### config.mk
export PLATFORM = sky130hd
export DESIGN_NAME = sync_footer_xor_deframer
export DESIGN_NICKNAME = d
export VERILOG_FILES = /design/src/design/sfxd_pkg.sv /design/src/design/sync_footer_xor_deframer.sv
export SDC_FILE = /design/constraint.sdc
export NUM_CORES = 1
export LEC_CHECK = 0
export BUFFER_PORTS_ARGS = -buffer_cell sky130_fd_sc_hd__buf_2
export CORE_MARGIN = 2
export CORE_UTILIZATION = 45
export CTS_BUF_LIST = sky130_fd_sc_hd__clkbuf_4
export CTS_CLUSTER_SIZE = 16
export DETAILED_ROUTE_END_ITERATION = 7
export PLACE_DENSITY_LB_ADDON = 0.08
export SLEW_MARGIN = 10
export SYNTH_ARGS = -nofsm -noshare
export SYNTH_HDL_FRONTEND = slang
export SYNTH_SLANG_ARGS = --single-unit
export TNS_END_PERCENT = 30
### constraint.sdc
create_clock -name clk -period 23.1 [get_ports clk]
set_clock_uncertainty 0.2 [all_clocks]
set_input_delay 1.155 -clock clk [delete_from_list [all_inputs] [get_ports clk]]
set_output_delay 1.155 -clock clk [all_outputs]
set_load 0.005 [all_outputs]
### src/design/sfxd_pkg.sv
// sfxd_pkg: types, constants and helpers for the sync/footer xor deframer
// used by sync_footer_xor_deframer; no dependencies
package sfxd_pkg;

  localparam int unsigned MAX_FRAME_BYTES = 4096;

  localparam int unsigned COUNT_W = 13;
  localparam int unsigned CFG_W = 13;
  localparam int unsigned CFG_IDX_W = 2;
  localparam int unsigned TDATA_W = 48;

  localparam int unsigned FIFO_DEPTH = 4;
  localparam int unsigned FIFO_AW = $clog2(FIFO_DEPTH);
  localparam int unsigned FIFO_CW = $clog2(FIFO_DEPTH + 1);

  localparam logic [7:0] SYNC_A = 8'hAA;
  localparam logic [7:0] SYNC_B = 8'hF0;
  localparam logic [7:0] FOOT_B = 8'h0F;
  localparam logic [7:0] KEY_RESET = 8'hCA;
  localparam logic [COUNT_W-1:0] EMIT_RESET = COUNT_W'(1024);
  localparam logic [COUNT_W-1:0] ABORT_RESET = COUNT_W'(4090);
  localparam logic [COUNT_W-1:0] MAX_COUNT = COUNT_W'(MAX_FRAME_BYTES);

  localparam logic [CFG_IDX_W-1:0] CFG_XOR_KEY = 2'd0;
  localparam logic [CFG_IDX_W-1:0] CFG_EMIT_LIMIT = 2'd1;
  localparam logic [CFG_IDX_W-1:0] CFG_ABORT_LIMIT = 2'd2;

  localparam logic KIND_PAYLOAD = 1'b0;
  localparam logic KIND_FRAME_END = 1'b1;

  localparam logic [1:0] STATUS_OK = 2'd0;
  localparam logic [1:0] STATUS_TRUNCATED = 2'd1;
  localparam logic [1:0] STATUS_ABORTED = 2'd2;

  typedef struct packed {
    logic               kind;
    logic [7:0]         data;
    logic [7:0]         msg_type;
    logic [7:0]         seq_tag;
    logic [7:0]         len_byte;
    logic [COUNT_W-1:0] payload_count;
    logic [1:0]         status;
    logic               last;
  } result_t;

  typedef struct packed {
    logic [COUNT_W-1:0] count;
    logic               abort;
    logic               emit;
    logic [7:0]         data;
  } take_t;

  // count one raw payload byte and decide emit or abort
  function automatic take_t take_byte(input logic [COUNT_W-1:0] cnt,
                                      input logic [7:0] raw,
                                      input logic [7:0] key,
                                      input logic [COUNT_W-1:0] emit_lim,
                                      input logic [COUNT_W-1:0] abort_lim);
    take_t t;
    t.count = cnt + COUNT_W'(1);
    t.abort = (t.count >= abort_lim);
    t.emit = !t.abort && (t.count <= emit_lim);
    t.data = raw ^ key;
    return t;
  endfunction

endpackage

### src/design/sync_footer_xor_deframer.sv
// sync_footer_xor_deframer: byte stream deframer, sync AA F0, footer AA 0F
// depends on sfxd_pkg
//
//   channel   | direction | tdata / tuser / tlast
//   s_*       | in        | tdata[7:0] in_byte
//   m_*       | out       | tdata data, msg_type, seq_tag, len_byte, payload_count,
//             |           |   status, pad; tuser kind; tlast last
//   cfg_*     | in        | index 0 xor_key, 1 emit_limit, 2 abort_limit
//
// one input byte per cycle; the frame state updates in the accept cycle and the
// results of that byte (up to two) enter a four-entry output queue, from which
// one result leaves per cycle while m_tready is high. a byte causing two results
// costs two output beats. s_tready is low while fewer than two entries are free.
// rst is synchronous and restores the register reset values and hunting state.
module sync_footer_xor_deframer (
  input  logic                          clk,
  input  logic                          rst,
  input  logic                          s_tvalid,
  output logic                          s_tready,
  input  logic [7:0]                    s_tdata,   // in_byte
  output logic                          m_tvalid,
  input  logic                          m_tready,
  // data, msg_type, seq_tag, len_byte, payload_count, status, zero pad
  output logic [sfxd_pkg::TDATA_W-1:0]  m_tdata,
  output logic                          m_tuser,   // kind
  output logic                          m_tlast,   // last
  input  logic                          cfg_we,
  input  logic [sfxd_pkg::CFG_IDX_W-1:0] cfg_index,
  input  logic [sfxd_pkg::CFG_W-1:0]    cfg_data
);
  import sfxd_pkg::*;

  typedef enum logic [1:0] {HUNT0, HUNT1, HEAD, BODY} phase_t;

  logic [7:0]         xor_key;
  logic [COUNT_W-1:0] emit_limit;
  logic [COUNT_W-1:0] abort_limit;

  phase_t             phase, phase_next;
  logic [1:0]         header_index, header_index_next;
  logic [7:0]         type_reg, type_reg_next;
  logic [7:0]         tag_reg, tag_reg_next;
  logic [7:0]         length_reg, length_reg_next;
  logic               held_aa, held_aa_next;
  logic [COUNT_W-1:0] raw_count, raw_count_next;

  result_t            res [2];
  logic [1:0]         res_n;

  result_t            fifo [FIFO_DEPTH];
  logic [FIFO_AW-1:0] wr_ptr, rd_ptr;
  logic [FIFO_CW-1:0] fill;

  logic               accept, pop;
  logic [COUNT_W-1:0] eff_abort;
  logic [7:0]         b;
  take_t              t1, t2;
  result_t            end_rec, pay_rec;
  logic               ended;

  assign accept = s_tvalid && s_tready;
  assign pop = m_tvalid && m_tready;
  assign s_tready = (fill <= FIFO_CW'(FIFO_DEPTH - 2));
  assign m_tvalid = (fill != '0);
  assign eff_abort = (abort_limit < MAX_COUNT) ? abort_limit : MAX_COUNT;
  assign b = s_tdata;

  always_comb begin
    phase_next = phase;
    header_index_next = header_index;
    type_reg_next = type_reg;
    tag_reg_next = tag_reg;
    length_reg_next = length_reg;
    held_aa_next = held_aa;
    raw_count_next = raw_count;
    res[0] = '0;
    res[1] = '0;
    res_n = 2'd0;
    ended = 1'b0;
    t1 = take_byte(raw_count, SYNC_A, xor_key, emit_limit, eff_abort);
    t2 = take_byte(held_aa ? t1.count : raw_count, b, xor_key, emit_limit, eff_abort);
    end_rec = '0;
    end_rec.kind = KIND_FRAME_END;
    end_rec.msg_type = type_reg;
    end_rec.seq_tag = tag_reg;
    end_rec.len_byte = length_reg;
    pay_rec = '0;
    pay_rec.kind = KIND_PAYLOAD;

    unique case (phase)
      HUNT0: begin
        phase_next = (b == SYNC_A) ? HUNT1 : HUNT0;
      end
      HUNT1: begin
        if (b == SYNC_B) begin
          phase_next = HEAD;
          header_index_next = 2'd0;
        end else begin
          phase_next = (b == SYNC_A) ? HUNT1 : HUNT0;
        end
      end
      HEAD: begin
        unique case (header_index)
          2'd0: length_reg_next = b;
          2'd1: tag_reg_next = b;
          2'd2: type_reg_next = b;
          default: ;
        endcase
        if (header_index == 2'd3) begin
          phase_next = BODY;
          header_index_next = 2'd0;
          raw_count_next = '0;
          held_aa_next = 1'b0;
        end else begin
          header_index_next = header_index + 2'd1;
        end
      end
      BODY: begin
        if (held_aa) begin
          held_aa_next = 1'b0;
          if (b == FOOT_B) begin
            end_rec.payload_count = raw_count;
            end_rec.status = (raw_count > emit_limit) ? STATUS_TRUNCATED : STATUS_OK;
            res[0] = end_rec;
            res_n = 2'd1;
            phase_next = HUNT0;
            ended = 1'b1;
          end else begin
            raw_count_next = t1.count;
            if (t1.abort) begin
              end_rec.payload_count = t1.count;
              end_rec.status = STATUS_ABORTED;
              res[0] = end_rec;
              res_n = 2'd1;
              phase_next = (b == SYNC_A) ? HUNT1 : HUNT0;
              ended = 1'b1;
            end else if (t1.emit) begin
              pay_rec.data = t1.data;
              res[0] = pay_rec;
              res_n = 2'd1;
            end
          end
        end
        if (!ended) begin
          if (b == SYNC_A) begin
            held_aa_next = 1'b1;
          end else begin
            raw_count_next = t2.count;
            if (t2.abort) begin
              end_rec.payload_count = t2.count;
              end_rec.status = STATUS_ABORTED;
              res[res_n[0]] = end_rec;
              res_n = res_n + 2'd1;
              phase_next = HUNT0;
              held_aa_next = 1'b0;
            end else if (t2.emit) begin
              pay_rec.data = t2.data;
              res[res_n[0]] = pay_rec;
              res_n = res_n + 2'd1;
            end
          end
        end
      end
      default: phase_next = HUNT0;
    endcase

    if (res_n == 2'd2) begin
      res[1].last = 1'b1;
    end else if (res_n == 2'd1) begin
      res[0].last = 1'b1;
    end
  end

  always_ff @(posedge clk) begin
    if (rst) begin
      xor_key <= KEY_RESET;
      emit_limit <= EMIT_RESET;
      abort_limit <= ABORT_RESET;
      phase <= HUNT0;
      header_index <= 2'd0;
      type_reg <= '0;
      tag_reg <= '0;
      length_reg <= '0;
      held_aa <= 1'b0;
      raw_count <= '0;
      wr_ptr <= '0;
      rd_ptr <= '0;
      fill <= '0;
    end else begin
      if (cfg_we) begin
        unique case (cfg_index)
          CFG_XOR_KEY: xor_key <= cfg_data[7:0];
          CFG_EMIT_LIMIT: emit_limit <= cfg_data;
          CFG_ABORT_LIMIT: abort_limit <= cfg_data;
          default: ;
        endcase
      end
      if (accept) begin
        phase <= phase_next;
        header_index <= header_index_next;
        type_reg <= type_reg_next;
        tag_reg <= tag_reg_next;
        length_reg <= length_reg_next;
        held_aa <= held_aa_next;
        raw_count <= raw_count_next;
        wr_ptr <= wr_ptr + FIFO_AW'(res_n);
      end
      if (pop) begin
        rd_ptr <= rd_ptr + FIFO_AW'(1);
      end
      fill <= fill + (accept ? FIFO_CW'(res_n) : FIFO_CW'(0)) - FIFO_CW'(pop);
    end
  end

  // queue storage, no reset needed
  always_ff @(posedge clk) begin
    if (accept && res_n != 2'd0) begin
      fifo[wr_ptr] <= res[0];
    end
    if (accept && res_n == 2'd2) begin
      fifo[wr_ptr + FIFO_AW'(1)] <= res[1];
    end
  end

  assign m_tdata = {1'b0, fifo[rd_ptr].status, fifo[rd_ptr].payload_count,
                    fifo[rd_ptr].len_byte, fifo[rd_ptr].seq_tag,
                    fifo[rd_ptr].msg_type, fifo[rd_ptr].data};
  assign m_tuser = fifo[rd_ptr].kind;
  assign m_tlast = fifo[rd_ptr].last;

endmodule
==> flow_summary.ini, run 1 <==
[clock_network]
clk_pin_slew_ns = 0.08
ctsHtreeMaxLevel = 3
root_buffer = clkbuf_4
clk_path_buf_depth = 3
cts_resized = 0
post_cts_buffers = 0
cts-buffers-inserted = 76
clk_latency_ns = 0.74
ctsHoldBuffers = 0
cts.sinks = 281
cts_tree = built

[routing]
ant_nets = 0
drt-initial-drc-count = 1033
post_drt_wl_per_cell_um = 21.6
vias = 11499
drc = 0
wl_um = 43400
avgViaCountPerCell = 5.71
drtPass1Iterations = 7

[flow_run]
maxCapViolations = 0

[layout]
syn_to_final_growth_pct = 12.1
nFillCells = 3109
drive_gt1_frac = 0.192
largest_reg_flops = 196
layout_commonest_cell = edfxtp_1
regMostFlops = fifo
layout_common_cells = edfxtp_1 (196), nand2_1 (188), clkbuf_4 (124)
fin_nets = 1613

[floorplan]
core_area_sq_mm = 0.0335
fp.dieArea_sq_mm = 0.0355
num_rows = 67
pin_count = 80
initial_utilization = 0.457
die_h_um = 188
dieWidth_um = 188

[sta]
slew_violations = 0
worst_pin_slew_ns = 1.07
setup-tns-final_ns = 0
whs_ns = 0.250
min_period_ns = 7.60
relSlewSlack = 0.289
max_freq_mhz = 132
hold_viol_final = 0
period_share = 0.329
rsz0062_at_grt = false
setup_viol = 0

[yosys]
postSynthAreaPerCell_sq_um = 10.8
syn_nets = 1524
syn_inst = 1419
ys_warn_count = 0
async_flop_share = 0
synth_edf_count = 196
synth_flop_cell = edfxtp_1
ys_seq_elements = 281
synth_cell_types = 77
syn-cell-area_sq_mm = 0.0153
ys_seq_area_frac = 0.495

[setup_path]
cp_data_arrival_time_ns = 7.75
end_kind = flop
start_kind = flop
setup.worst_path.class = flop to flop
path_max_fanout = 31
required_ns = 23.25

[min_path]
hp-class = flop to flop

[global_route]
grt-ovfl-total = 0
grt_start_max_net_pins = 56
track_usage = 0.247
antenna_found_initial = 1
grt_pass1_wl_um = 66600
grt_pass1_vias = 11086

[status]
status = completed

[placement]
dpl.hpwl_um = 30400
numPortBuffers = 78
gp_congestion = 0.939

[pwr]
power.leakage_nw = 6.42
vdd_ir_drop_max_mv = 0.0699
power.density_mw_per_mm2 = 69.4
[synthesized netlist by cell type, types with 4 or more instances]
library cell / instances / area, sq um
edfxtp_1: 196 / 5890
nand2_1: 188 / 706
dfxtp_1: 85 / 1700
o21ai_0: 84 / 420
a21oi_1: 80 / 400
ha_1: 76 / 951
nor2_1: 67 / 251
nor2b_1: 65 / 407
clkbuf_1: 62 / 233
and2_1: 60 / 375
mux4_2: 49 / 1100
nand3_1: 44 / 220
xor2_1: 37 / 324
inv_1: 28 / 105
o22ai_1: 26 / 163
nor3_1: 23 / 115
xnor2_1: 20 / 175
mux2i_1: 14 / 140
nand2b_1: 14 / 87.6
nand3b_1: 14 / 105
nand4_1: 14 / 87.6
buf_1: 11 / 41.3
a211o_1: 9 / 78.8
nor4_1: 9 / 56.3
o31ai_1: 9 / 67.6
a211oi_1: 8 / 60.1
a21o_1: 7 / 52.6
a31oi_1: 7 / 43.8
and3_1: 7 / 43.8
and4_1: 6 / 52.6
o21a_1: 6 / 45.0
or3_1: 6 / 37.5
a221oi_1: 5 / 43.8
buf_2: 5 / 25.0
o211ai_1: 5 / 37.5
a22o_1: 4 / 35.0
o21ai_1: 4 / 20.0
o31a_1: 4 / 35.0
or2_2: 4 / 25.0
or4_1: 4 / 30.0
[metal layers]
metal / GRT usage / share of wire / vias up
met5: 0 / 0 / -
met4: 0.0745 / 0.017 / 0
met3: 0.0399 / 0.068 / 53
met2: 0.358 / 0.43 / 426
met1: 0.379 / 0.49 / 5561
li1: - / - / 5459
[power by group]
group          switching, mW  internal [mW]
clock network          0.212          0.264
logic                 0.0862         0.0823
registers            0.00629          0.540
[final cells by class]
class                      instances  area, sq um  area share
clock inverter                    10          101     0.00590
multi-input combinational       1028         7370       0.429
antenna                            2         5.00    0.000292
clock buffer                     124          931      0.0542
timing repair buffer              93          503      0.0293
tap                              448          561      0.0327
sequential                       281         7590       0.442
inverter                          28          105     0.00612
[worst max-delay path, cell delays in order, from the launching register on]
cell and delay, ns:
dfxtp_1 0.55, ha_1 0.49, xor2_1 0.35, a2bb2oi_1 0.19
nor3_1 0.44, nand4b_1 0.27, o21a_1 0.25, nor2_1 0.31
ha_1 0.21, nand4_1 0.19, a211oi_1 0.23, nor3_1 0.07
o21ai_0 0.56, inv_1 0.11, ha_1 0.36, nand2_1 0.07
o2111ai_1 0.14, or3_1 0.47, a21oi_1 0.25, nand3_1 0.43
o31ai_4 0.44, buf_4 0.57
[cells by family (layout without fill, tap and decap cells)]
family          Yosys count  after routing  share of synthesized area
flops                   281            281                      0.495
buf+inv                 110            255                     0.0287
other cells               1              3                   0.000245
xor+xnor                 58             58                     0.0337
fa+ha+maj                77             77                     0.0634
mux                      64             64                     0.0820
compound gates          284            284                      0.114
simple gates            544            544                      0.183
[final timing paths]
path | startpoint | endpoint | slack (ns) | cells after the start
min reg2reg | abort_limit[0] | abort_limit[0] | 0.25 | 2
max | raw_count[0] | fifo[0][28] | 15.50 | 21
max reg2reg | raw_count[0] | fifo[0][28] | 15.50 | 21
min | abort_limit[0] | abort_limit[0] | 0.25 | 2
[through the flow]
step	power [mW]	utilization	instance area, sq um	worst slack, ns	instances
after floorplan	0.671	-	15300	14.22	1419
after global placement	0.730	0.481	16100	15.92	1878
after detailed placement	0.730	0.481	16100	15.71	1878
after CTS	1.21	0.512	17200	15.63	2012
after global routing	1.25	0.512	17200	15.02	2014
final	1.19	0.512	17200	15.50	2014
(Power assumes the default switching activity.)
==> run 2, diff against run 1 <==
==> constraint.sdc (replaced) <==
create_clock -name clk -period 7.1 [get_ports clk]
set_clock_uncertainty 0.2 [all_clocks]
set_input_delay 0.355 -clock clk [delete_from_list [all_inputs] [get_ports clk]]
set_output_delay 0.355 -clock clk [all_outputs]
set_load 0.005 [all_outputs]
==> run 2 against run 1 <==
  * Cell count rose by 2.7%
  * Combinational power grew to 3.3 times the previous value
  * Non-clock buffer count increased by 51
  * Critical path depth grew 1
  * Fmax is 14% higher
  * Power rose to 3.2 times the previous value
  * Clock power grew to 3.2 times the previous value
  * Worst setup slack worse by 15 ns
  * Core utilization increased by 1.4 points
  * Via count grew 1.8%
==> flow_summary.ini, run 2 (synthesis results as in run 1) <==
[setup_path]
cp_data_arrival_time_ns = 6.84
crit_cells = 22
path_max_fanout = 21
critPathTopFamily = simple AND/OR/NAND/NOR gates
reg2reg_depth = 22
endpoint = fifo[1][47]
crit_chain = ha_2, xor2_1, a2bb2oi_1, nor3_1, nand4b_1, o21a_1, nor2_1, ha_1, and4_1, a21o_1, nor2_1, o21a_1, o21ai_1, inv_1, ha_1, nand2_1, o2111ai_1, or3_1, a21oi_1, nand2b_1, o31ai_4, buf_4
required_ns = 7.29
crit_buf_inv = 2
cp-startpoint = raw_count[1]
cpMaxStageDelayCell = nor3_1
r2r_setup_slack_ns = 0.45
r2r-start = raw_count[1]
setup.worst_path.class = flop to flop
cpPeakStageDelay_ns = 0.48
start_kind = flop
end_kind = flop
reg2reg_to = fifo[1][47]

[floorplan]
die_h_um = 188
dieWidth_um = 188
fp.dieArea_sq_mm = 0.0355
pin_count = 80
core_area_sq_mm = 0.0335
num_rows = 67
initial_utilization = 0.457

[min_path]
hp-class = primary input to flop

[pwr]
vdd_ir_drop_max_mv = 0.170
p_total_mw = 3.86
power.leakage_nw = 6.63
power.density_mw_per_mm2 = 219

[global_route]
grt_start_max_net_pins = 50
antenna_found_initial = 2
track_usage = 0.261
grt-ovfl-total = 0
grt_pass1_wl_um = 69700
grt_pass1_vias = 11666

[routing]
drtPass1Iterations = 8
ant_nets = 0
drt-initial-drc-count = 933
drc = 0
avgViaCountPerCell = 5.66
vias = 11704
post_drt_wl_per_cell_um = 21.9
wl_um = 45300

[clock_network]
clk_path_buf_depth = 3
ctsHtreeMaxLevel = 3
cts_tree = built
cts.sinks = 281
cts-buffers-inserted = 79
root_buffer = clkbuf_4
clk_latency_ns = 0.76
clk_pin_slew_ns = 0.06

[layout]
largest_reg_flops = 196
regMostFlops = fifo
layout_commonest_cell = edfxtp_1
final_cells = 2069
fin_nets = 1667
layout_common_cells = edfxtp_1 (196), nand2_1 (188), clkbuf_4 (124)
nFillCells = 3125
drive_gt1_frac = 0.197
syn_to_final_growth_pct = 15.2

[placement]
numPortBuffers = 78
place_ws_ns = 0.298
dpl.hpwl_um = 30900
gp_congestion = 0.931
place_inst = 1896

[sta]
setup_viol = 0
min_period_ns = 6.65
relSlewSlack = 0.360
worst_pin_slew_ns = 0.957
period_share = 0.937
rsz0062_at_grt = false
hold_viol_final = 0
max_freq_mhz = 150
slew_violations = 0
worst_slack_ns = 0.449

[flow_run]
maxCapViolations = 0

[status]
status = completed
run 2: changes by cell type in the layout (fill, tap and decap cells not counted), moves of 2 or more:
cell           delta
diode_2           +2
buf_12            +2
dlygate4sd3_1    +31
clkinvlp_4        +2
clkinv_1          +4
buf_4            +17
run 2: area by class of cell:
cell class,count,area (sq um),area share
inverters,28,105,0.00596
multi-input cells,1028,7360,0.417
diodes,4,10.0,0.000568
well taps,448,561,0.0318
clock inverters,12,83.8,0.00475
clock buffers,124,931,0.0528
flip-flops and latches,281,7590,0.431
repair buffers,144,992,0.0563
run 2: what timing repair did:
| action | 4_1_cts | 5_1_grt |
|---|---|---|
| hold buffers | 31 | 0 |
| setup buffers | 0 | 2 |
| hold endpoints to repair | 72 | 0 |
| endpoints found under the setup margin | 0 | 178 |
| gates resized for setup | 0 | 3 |
run 2: how the worst min path moves through the flow:
stage / from / end / slack, ns / cells past startpoint
finish: cfg_data[8] / abort_limit[8] / 0.21 / 4
global route: cfg_data[8] / abort_limit[8] / 0.16 / 4
CTS: cfg_data[10] / emit_limit[10] / 0.14 / 3
detailed placement: abort_limit[0] / abort_limit[0] / 0.25 / 2
global placement: abort_limit[0] / abort_limit[0] / 0.24 / 2
floorplan: abort_limit[0] / abort_limit[0] / 0.23 / 2
run 2: worst register-to-register path, delay by kind of cell (launching register included):
family / cells / cell delay (ns)
simple gates: 8 / 2.29
buf+inv: 2 / 0.49
fa+ha+maj: 3 / 0.97
xor+xnor: 1 / 0.33
compound gates: 8 / 1.51
flops: 1 / 0.47
run 2: stage by stage:
stage          instance area (sq um)   util  hold slack [ns]  TNS [ns]
3_5_place_dp                   16300  0.485            0.248         0
3_3_place_gp                   16300  0.485            0.244         0
5_1_grt                        17600  0.526            0.164         0
2_1_floorplan                  15300      -            0.232    -55.31
6_report                       17600  0.526            0.209         0
4_1_cts                        17600  0.525            0.141         0
run 2: power breakdown:
part           switching, mW  internal [mW]
Combinational          0.268          0.278
Clock                  0.688          0.822
Sequential            0.0436           1.76
Total                   1.00           2.86
run 2: layer usage:
layer | track usage | up-vias | share of wire
li1 | - | 5576 | -
met1 | 0.336 | 5661 | 0.43
met2 | 0.429 | 382 | 0.48
met3 | 0.0497 | 85 | 0.051
met4 | 0.113 | 0 | 0.035
met5 | 0 | - | 0
==> run 3, diff against run 2 <==
--- a/config.mk
+++ b/config.mk
@@ -7,7 +7,7 @@
 export LEC_CHECK = 0
 export BUFFER_PORTS_ARGS = -buffer_cell sky130_fd_sc_hd__buf_2
 export CORE_MARGIN = 2
-export CORE_UTILIZATION = 45
+export CORE_UTILIZATION = 64
 export CTS_BUF_LIST = sky130_fd_sc_hd__clkbuf_4
 export CTS_CLUSTER_SIZE = 16
 export DETAILED_ROUTE_END_ITERATION = 7
@@ -16,4 +16,3 @@
 export SYNTH_ARGS = -nofsm -noshare
 export SYNTH_HDL_FRONTEND = slang
 export SYNTH_SLANG_ARGS = --single-unit
-export TNS_END_PERCENT = 30
==> run 3 against run 2 <==
  * Fmax hardly changed
  * Clock power is 5% lower
  * Non-clock buffer count is 3 lower
  * Wire length is 7.3% lower
  * Register-to-register slack hardly changed
  * Worst setup slack worse by 0.0038 ns
  * Critical path type unchanged
  * Power is 2.2% lower
  * Global-route usage is 8.2 points higher
==> flow_summary.ini, run 3 (synthesis results as in run 1) <==
[routing]
wl_um = 41900
ant_nets = 0
drc = 0
drtPass1Iterations = 6
drt-initial-drc-count = 1066
post_drt_wl_per_cell_um = 21.8
avgViaCountPerCell = 6.25
vias = 12012

[layout]
nFillCells = 1668
regMostFlops = fifo
layout_common_cells = edfxtp_1 (196), nand2_1 (188), clkbuf_4 (110)
final_cell_area_sq_mm = 0.0174
syn_to_final_growth_pct = 13.7
layout_commonest_cell = edfxtp_1
drive_gt1_frac = 0.190
fin_nets = 1656
final_cells = 1921
post-route-util = 0.742
largest_reg_flops = 196

[sta]
rsz0062_at_grt = false
hold_viol_final = 0
min_period_ns = 6.65
relSlewSlack = 0.250
whs_ns = 0.112
worst_slack_ns = 0.445
setup_viol = 0
max_freq_mhz = 150
slew_violations = 0
worst_pin_slew_ns = 1.12
period_share = 0.937
setup-tns-final_ns = 0

[pwr]
p_total_mw = 3.77
switchingPower_uw = 956
power.density_mw_per_mm2 = 217
pwr-share-comb = 0.147
vdd_ir_drop_max_mv = 0.373
power_frac_seq = 0.471
power_frac_clock = 0.381
p_sw_frac = 0.254
internal_power_mw = 2.82
power.leakage_nw = 6.57

[clock_network]
clk_pin_slew_ns = 0.07
ctsHtreeMaxLevel = 3
cts.sinks = 281
cts_tree = built
clk_path_buf_depth = 3
cts-buffers-inserted = 71
root_buffer = clkbuf_4
clk_latency_ns = 0.70

[floorplan]
dieWidth_um = 159
initial_utilization = 0.652
die_h_um = 159
core_area_sq_mm = 0.0235
num_rows = 56
pin_count = 80
fp.dieArea_sq_mm = 0.0252

[setup_path]
end_kind = flop
crit_buf_inv = 2
critPathTopFamily = compound AO/OA/AOI/OAI gates
cp_data_arrival_time_ns = 6.79
start_kind = flop
required_ns = 7.23
path_max_fanout = 13
cpPeakStageDelay_ns = 0.59
crit_chain = ha_2, xor2_1, a2bb2oi_1, or3_1, a21oi_1, xor2_1, ha_1, and4_1, nand2_1, a211oi_1, nor3_1, o21ai_1, inv_1, ha_1, nand2_1, o2111ai_1, or3_1, a21oi_1, nand2b_1, o31ai_4, buf_4
cpMaxStageDelayCell = dfxtp_1
setup.worst_path.class = flop to flop

[global_route]
grt_start_max_net_pins = 57
grt_pass1_wl_um = 64500
track_usage = 0.343
grt_pass1_vias = 11580
grt-ovfl-total = 0
antenna_found_initial = 1

[placement]
gp_congestion = 1.02
dpl.hpwl_um = 28800
place_ws_ns = 0.389
place_inst = 1762
place_area_sq_mm = 0.0161
numPortBuffers = 78

[flow_run]
maxCapViolations = 0

[min_path]
hp-class = primary input to flop

[status]
status = completed
[run 3: cell types whose count changed in the layout (fill, tap and decap cells not counted), moves of 2 or more]
cell,delta
buf_12,+3
clkinvlp_4,-2
buf_4,-6
nor3_2,+2
nor3_1,-2
clkbuf_4,-14
diode_2,-3
inv_6,+3
[run 3: layout make-up]
type	instances	area, sq um	area share
sequential	281	7590	0.436
multi-input combinational	1028	7360	0.423
timing repair buffer	141	1010	0.0578
clock buffer	110	826	0.0474
tap	319	399	0.0229
clock inverter	13	116	0.00668
inverter	28	105	0.00604
antenna	1	2.50	0.000144
[run 3: repair_timing]
item | CTS | global route
endpoints found under the hold margin | 68 | 0
setup endpoints to repair | 0 | 201
gates resized for setup | 0 | 4
buffers inserted | 0 | 3
hold buffers | 32 | 0
[run 3: path summary, 6_finish.rpt]
| kind | endpoint | from | slack, ns | depth (start not counted) |
|---|---|---|---|---|
| setup / recovery | fifo[1][12] | raw_count[0] | 0.45 | 21 |
| hold / removal | xor_key[5] | cfg_we | 0.11 | 4 |
| setup reg to reg | fifo[1][12] | raw_count[0] | 0.45 | 21 |
| hold reg to reg | emit_limit[6] | emit_limit[6] | 0.26 | 2 |
[run 3: worst register-to-register path, stage by stage, from the launching register on]
cell	delay, ns
dfxtp_1	0.59
ha_2	0.42
xor2_1	0.27
a2bb2oi_1	0.17
or3_1	0.42
a21oi_1	0.36
xor2_1	0.20
ha_1	0.36
and4_1	0.23
nand2_1	0.08
a211oi_1	0.23
nor3_1	0.08
o21ai_1	0.35
inv_1	0.09
ha_1	0.34
nand2_1	0.07
o2111ai_1	0.16
or3_1	0.48
a21oi_1	0.30
nand2b_1	0.34
o31ai_4	0.23
buf_4	0.32
[run 3: power groups by stage]
stage	clock, mW	combinational, mW	sequential (mW)
2_1_floorplan	0	0.377	1.81
3_3_place_gp	0	0.535	1.81
3_5_place_dp	0	0.544	1.81
4_1_cts	1.46	0.559	1.78
5_1_grt	1.54	0.613	1.78
6_report	1.44	0.556	1.78
[run 3: layer usage]
layer / global-route usage / part of all wire / up-vias
met4: 0.141 / 0.035 / 0
met5: 0 / 0 / -
met1: 0.484 / 0.42 / 5681
met3: 0.0819 / 0.11 / 118
li1: - / - / 5534
met2: 0.511 / 0.44 / 679
